## src/rtl/mfmc_pkg.sv

```systemverilog
package mfmc_pkg;

    localparam int MFMC_MAX_NODES = 64;
    localparam int CFG_W = 7;
    localparam int CAP_W = 31;
    localparam int FLOW_W = 32;
    localparam int RES_W = 33;
    localparam int TOTAL_W = 37;
    localparam int NODE_W = 6;
    localparam int MODE_W = 2;
    localparam logic [CFG_W-1:0] NODE_COUNT_RESET = 7'd64;

    localparam logic [MODE_W-1:0] MODE_SET_EDGE = 2'd0;
    localparam logic [MODE_W-1:0] MODE_COMPUTE  = 2'd1;
    localparam logic [MODE_W-1:0] MODE_CLEAR    = 2'd2;

    typedef enum logic [4:0] {
        ST_CLR_CAP,
        ST_IDLE,
        ST_BAD,
        ST_CLR_FLOW,
        ST_BFS_INIT,
        ST_BFS_POP,
        ST_BFS_POPW,
        ST_BFS_SCAN,
        ST_BFS_DONE,
        ST_W1_P,
        ST_W1_PW,
        ST_W1_R,
        ST_W2_P,
        ST_W2_PW,
        ST_W2_A,
        ST_W2_B,
        ST_EMIT
    } state_t;

endpackage

```

## src/rtl/mfmc_ram.sv

```systemverilog
module mfmc_ram
    import mfmc_pkg::*;
#(
    parameter int WIDTH = 32,
    parameter int DEPTH = 64
) (
    input  logic                     aclk,
    input  logic                     we,
    input  logic [$clog2(DEPTH)-1:0] waddr,
    input  logic [WIDTH-1:0]         wdata,
    input  logic [$clog2(DEPTH)-1:0] raddr,
    output logic [WIDTH-1:0]         rdata
);

    logic [WIDTH-1:0] mem [DEPTH];

    always_ff @(posedge aclk) begin
        if (we) begin
            mem[waddr] <= wdata;
        end
        rdata <= mem[raddr];
    end

endmodule

```

## config.mk

```make
export PLATFORM = sky130hd
export DESIGN_NAME = mfmc_ram
export DESIGN_NICKNAME = d
export VERILOG_FILES = /design/src/rtl/mfmc_pkg.sv /design/src/rtl/mfmc_ram.sv
export SDC_FILE = /design/constraint.sdc
export NUM_CORES = 2
export LEC_CHECK = 0
export ABC_AREA = 0
export BUFFER_PORTS_ARGS = -buffer_cell sky130_fd_sc_hd__buf_2
export CORE_ASPECT_RATIO = 0.5
export CORE_MARGIN = 4
export CORE_UTILIZATION = 55
export CTS_BUF_LIST = sky130_fd_sc_hd__clkbuf_8
export CTS_CLUSTER_SIZE = 20
export DETAILED_ROUTE_END_ITERATION = 16
export PLACE_DENSITY = 0.73
export SETUP_SLACK_MARGIN = 0.15
export SLEW_MARGIN = 20
export SYNTH_ARGS = -nofsm -noshare
export SYNTH_HDL_FRONTEND = slang
export SYNTH_SLANG_ARGS = --single-unit
export TNS_END_PERCENT = 10
```

## constraint.sdc

```tcl
create_clock -name aclk -period 3.51 [get_ports aclk]
set_input_delay 0.351 -clock aclk [delete_from_list [all_inputs] [get_ports aclk]]
set_output_delay 0.351 -clock aclk [all_outputs]
set_load 0.01 [all_outputs]
```

# Yosys cells after proc, flatten, opt, wreduce, memory -nomap -nowiden
# Memory sizes are Yosys's and may differ from the RTL's. A register that Yosys moved wholly into a read port is not among the register bits.
# Index checks and enable logic that the tools add are counted.
# op_classes
add_sub_neg	0
multipliers	0
div	0
order_cmp	0
n_eq_ne	0
shift	0
mux	2
n_bitwise	0
n_reduce_logical	0
# op_table
op	count
1-bit two-way mux	2
# totals
register_bits	0
latch_bits	0
ramBits	2048
rom_bits	0
n_memories	1
# mem_list
name	depth	width	read_ports	rd_ports_with_merged_regs	wr	line	rtl
mem	64	32	1	1	1	mfmc_ram.sv:15	logic [WIDTH-1:0] mem [DEPTH];

# Longest topological paths before layout
# depth
word_depth	2
ltp_mapped	10

# Worst setup path before layout
# Ideal clock, no wire load.
# synth_timing
path_type	input to register
start	input waddr[3]
end	memory mem[48][0], enable pin
arrival_ps	3050
path_slack_ps	-1
cell_stages	4
path_buffers	1
cell_sequence	clkbuf_1 > nor2b_1 > nand4b_1 > nor3_1
# synth_rtl
item	line	rtl
from (decl)	mfmc_ram.sv:9	input logic [$clog2(DEPTH)-1:0] waddr,
to (decl)	mfmc_ram.sv:15	
# Straight into the memory's write port.

# Final worst setup path
# layout_timing
start	register rdata[18], read port of mem
end	output rdata[18]
# layout_rtl
item	line	rtl
from (decl)	mfmc_ram.sv:12	output logic [WIDTH-1:0] rdata
# No word-level cell between the ends.

==> report_table.html <==
<table>
<tr><th>Metric</th><th>Value</th></tr>
<tr><th colspan="2">Clock tree</th></tr>
<tr><td>Sinks on Clock Net</td><td>around 2100</td></tr>
<tr><td>Number of buffers on the longest clock path</td><td>4</td></tr>
<tr><td>Cts bufs inserted</td><td>295</td></tr>
<tr><td>Clock Latency Late Sink</td><td>about 0.98 ns</td></tr>
<tr><td>TritonCTS clock tree</td><td>built</td></tr>
<tr><td>Worst-path clk slew</td><td>0.07 ns</td></tr>
<tr><td>Level count of the clock H-tree</td><td>5</td></tr>
<tr><td>Clock root cell</td><td>clkbuf_8</td></tr>
<tr><th colspan="2">Route</th></tr>
<tr><td>Average wire per standard cell</td><td>roughly 34 um</td></tr>
<tr><td>Via-per-instance ratio</td><td>approximately 6.6</td></tr>
<tr><td>Final routed DRC violation total</td><td>0</td></tr>
<tr><td>WL final</td><td>197 mm</td></tr>
<tr><td>Routed via count</td><td>between 30000 and 40000</td></tr>
<tr><td>Detailed Routing Iterations Pass 1</td><td>5</td></tr>
<tr><td>Count of routing violations after the opening detailed-route iteration</td><td>6015</td></tr>
<tr><td>Detail Route Antenna Nets</td><td>0</td></tr>
<tr><th colspan="2">Final layout</th></tr>
<tr><td>Final instance area</td><td>between 80000 and 90000 um2</td></tr>
<tr><td>Post-layout nets</td><td>3800</td></tr>
<tr><td>Share of cells above drive strength 1</td><td>0.313</td></tr>
<tr><td>Final core utilization</td><td>0.628</td></tr>
<tr><td>Area added between synthesis and finish</td><td>12.7%</td></tr>
<tr><td>Area taken by multi-input logic gates</td><td>between 15000 and 20000 um2</td></tr>
<tr><td>Reg area</td><td>between 60000 and 70000 um2</td></tr>
<tr><td>Filler instances</td><td>about 9000</td></tr>
<tr><th colspan="2">Floorplan</th></tr>
<tr><td>I/O pin count</td><td>between 70 and 80</td></tr>
<tr><td>Die boundary width</td><td>between 500 and 600 um</td></tr>
<tr><td>Core Region</td><td>between 100000 and 150000 um2</td></tr>
<tr><td>Number of rows in the core area</td><td>between 90 and 100</td></tr>
<tr><td>Effective utilization at floorplan</td><td>0.557</td></tr>
<tr><td>Die ar.</td><td>around 150000 um2</td></tr>
<tr><td>Die boundary height</td><td>275 um</td></tr>
<tr><th colspan="2">Synthesis</th></tr>
<tr><td>Number of synthesized flops with an enable pin</td><td>about 2000</td></tr>
<tr><td>Fraction of the mapped netlist area in adder cells</td><td>0</td></tr>
<tr><td>Fraction of synthesized cell area in xor and xnor cells</td><td>0</td></tr>
<tr><td>Asr flop ratio synth</td><td>0</td></tr>
<tr><td>Yosys warning total</td><td>0</td></tr>
<tr><td>Cell type contributing the most total cell area after synthesis</td><td>edfxtp_1</td></tr>
<tr><td>Simple-gate share of the synthesized area</td><td>0.0127</td></tr>
<tr><td>Synthesized area per cell</td><td>23.6 um2</td></tr>
<tr><td>Post-Syn Instances</td><td>between 3000 and 4000</td></tr>
<tr><td>Mux share of post-synthesis cell area</td><td>0.168</td></tr>
<tr><td>Dominant combinational cell family by area after synthesis</td><td>multiplexers</td></tr>
<tr><td>Compound-cell area share of the yosys netlist</td><td>0.0167</td></tr>
<tr><td>Syn Std Cell Area</td><td>around 80000 um2</td></tr>
<tr><td>Portion of the post-synthesis area used by sequential elements</td><td>0.791</td></tr>
<tr><td>Count of distinct cell types in the synthesized netlist</td><td>34</td></tr>
<tr><td>Nets in the synthesized netlist</td><td>3370</td></tr>
<tr><td>Cell types occupying the most area after synthesis</td><td>edfxtp_1 (78%), mux4_2 (16%), mux2i_1 (1.2%)</td></tr>
<tr><td>Most common flop cell mapped by yosys</td><td>edfxtp_1</td></tr>
<tr><td>Yosys top cell area share</td><td>0.783</td></tr>
<tr><td>Post-synthesis register bit count</td><td>about 2100</td></tr>
<tr><th colspan="2">Global route</th></tr>
<tr><td>Most used routing layer in global routing</td><td>met2</td></tr>
<tr><td>Fraction of met3 tracks used by global routing</td><td>0.0802</td></tr>
<tr><td>Global-route wire length before repair</td><td>between 200 and 300 mm</td></tr>
<tr><td>Met1 Use GR</td><td>0.386</td></tr>
<tr><td>All-layer global routing usage</td><td>0.268</td></tr>
<tr><td>Via count of the first global-routing pass</td><td>38600</td></tr>
<tr><td>Largest net degree at the start of global routing</td><td>between 60 and 70</td></tr>
<tr><td>Residual overflow from global routing</td><td>0</td></tr>
<tr><td>Antenna violations before repair</td><td>15</td></tr>
<tr><td>Met2 usage in global routing</td><td>0.407</td></tr>
<tr><th colspan="2">STA</th></tr>
<tr><td>Worst slack on hold paths</td><td>just under 0.06 ns</td></tr>
<tr><td>Final count of pins violating max slew</td><td>0</td></tr>
<tr><td>Post-Route Skew</td><td>roughly 0.056 ns</td></tr>
<tr><td>Aggregate negative setup slack</td><td>0 ns</td></tr>
<tr><td>Portion of the clock cycle consumed by the worst path in the final layout</td><td>0.704</td></tr>
<tr><td>Achievable clock frequency</td><td>405 MHz</td></tr>
<tr><td>Setup violations, final</td><td>0</td></tr>
<tr><td>Final period demand of the worst path</td><td>~2.5 ns</td></tr>
<tr><td>Final Hold Fails</td><td>0</td></tr>
<tr><td>Max-slew headroom</td><td>0.253</td></tr>
<tr><td>Setup repair after global routing missed its margin</td><td>false</td></tr>
<tr><td>Worst Max-Slew Pin Slew</td><td>1.12 ns</td></tr>
<tr><th colspan="2">Worst hold path</th></tr>
<tr><td>Worst min-delay path category</td><td>in -&gt; reg</td></tr>
<tr><th colspan="2">Critical path</th></tr>
<tr><td>Gate family responsible for the most delay along the worst path</td><td>flip-flops</td></tr>
<tr><td>Crit path max fanout</td><td>8</td></tr>
<tr><td>R2R setup slack</td><td>between 1 and 1.5 ns</td></tr>
<tr><td>Path type of the worst setup path</td><td>reg -&gt; out</td></tr>
<tr><td>Slowest cell on the critical path</td><td>dfxtp_1</td></tr>
<tr><td>Critical path required time</td><td>about 3.2 ns</td></tr>
<tr><td>Data arrival, critical path</td><td>roughly 2.1 ns</td></tr>
<tr><td>Endpoint class of the critical path</td><td>primary output</td></tr>
<tr><td>Critical path launch point type</td><td>register</td></tr>
<tr><td>Buffers plus inverters on the worst setup path</td><td>1</td></tr>
<tr><td>Delay contributed by the slowest stage of the critical path</td><td>approximately 0.87 ns</td></tr>
<tr><td>Chain of cells forming the critical path</td><td>buf_2</td></tr>
<tr><th colspan="2">Placement</th></tr>
<tr><td>Weighted congestion at the end of routability-driven global placement</td><td>a little over 0.8</td></tr>
<tr><td>DP Area</td><td>83100 um2</td></tr>
<tr><td>HPWL after detailed placement</td><td>about 110 mm</td></tr>
<tr><td>Count of port buffers added during placement</td><td>77</td></tr>
<tr><th colspan="2">Pwr</th></tr>
<tr><td>Standby leakage power</td><td>roughly 28 nW</td></tr>
<tr><td>Peak VDD IR</td><td>around 320 uV</td></tr>
<tr><td>Total power</td><td>47.0 mW</td></tr>
<tr><td>Power Dens Cells</td><td>around 530 nW/um2</td></tr>
<tr><th colspan="2">Run</th></tr>
<tr><td>Number of max-capacitance violations reported</td><td>0</td></tr>
<tr><th colspan="2">Status</th></tr>
<tr><td>Result of the run</td><td>complete, no violations</td></tr>
</table>
stage by stage:
step	cells	setup slack (ns)
after floorplan	3324	0.00597
after global placement	5313	0.220
after detailed placement	5314	0.246
after CTS	5819	1.07
after global routing	5837	1.02
final	5849	1.04
cell type report:
class,count,share of cell area
Sequential cell,2080,0.702
Antenna cell,14,0.000396
Tap cell,1881,0.0266
Clock buffer,308,0.0479
Timing Repair Buffer,315,0.0334
Multi-Input combinational cell,1062,0.181
Clock inverter,189,0.00864
report_power, final:
part	internal (mW)	switching, mW
logic	1.02	1.65
registers	27.5	0.114
clock network	8.08	8.64
path summary, 6_finish.rpt:
kind	startpoint	cells after the start	endpoint
worst max-delay path	rdata[18]	1	rdata[18]
worst min-delay path	wdata[19]	1	mem[28][19]
worst max register to register	mem[30][22]	4	rdata[22]
worst min register to register	mem[13][8]	4	rdata[8]
cells in the final DEF (no fill, tap or decap), types with 58 or more instances in the layout:
cell type,Yosys,routed
clkinv_1,0,58
inv_1,0,107
mux4_2,544,544
edfxtp_1,2048,2048
nor2_1,137,75
a21oi_1,62,62
o22ai_1,84,84
nor2_4,0,62
clkbuf_8,0,308
buf_4,25,179
mux2i_1,93,93
state kept, by name, summed over array words and instances (netlist names):
register / cells
mem: 2048
rdata: 32
per-layer routing:
layer | part of all wire | up-vias
met5 | 0.00013 | -
met1 | 0.37 | 20300
met2 | 0.47 | 2661
met3 | 0.14 | 309
met4 | 0.023 | 4
li1 | - | 15200
synthesized netlist by cell type, types with 5 or more instances:
cell	n
edfxtp_1	2048
mux4_2	544
nor2_1	137
mux2i_1	93
o22ai_1	84
clkbuf_1	74
a21oi_1	62
buf_2	57
dfxtp_1	32
o221ai_1	27
nand2_1	26
buf_4	25
buf_1	21
nor2b_1	15
a22oi_1	12
a311oi_1	8
nand2b_1	8
nor3_1	7
buf_6	5
nand3_1	5
nand3b_1	5
cell families (layout without fill, tap and decap cells):
kind of cell	after synthesis	count (layout)
flip-flops	2080	2080
multiplexers	637	637
AND/OR/NAND/NOR	223	223
AO/OA/AOI/OAI	202	202
buffers and inverters	182	812
other	0	14
what timing repair did:
action	4_1_cts	5_1_grt
hold buffers	8	16
buffers inserted	0	0
resized for setup	0	0
hold endpoints to repair	101	745
endpoints found under the setup margin	0	0
Power figures use the tool's default switching activity.
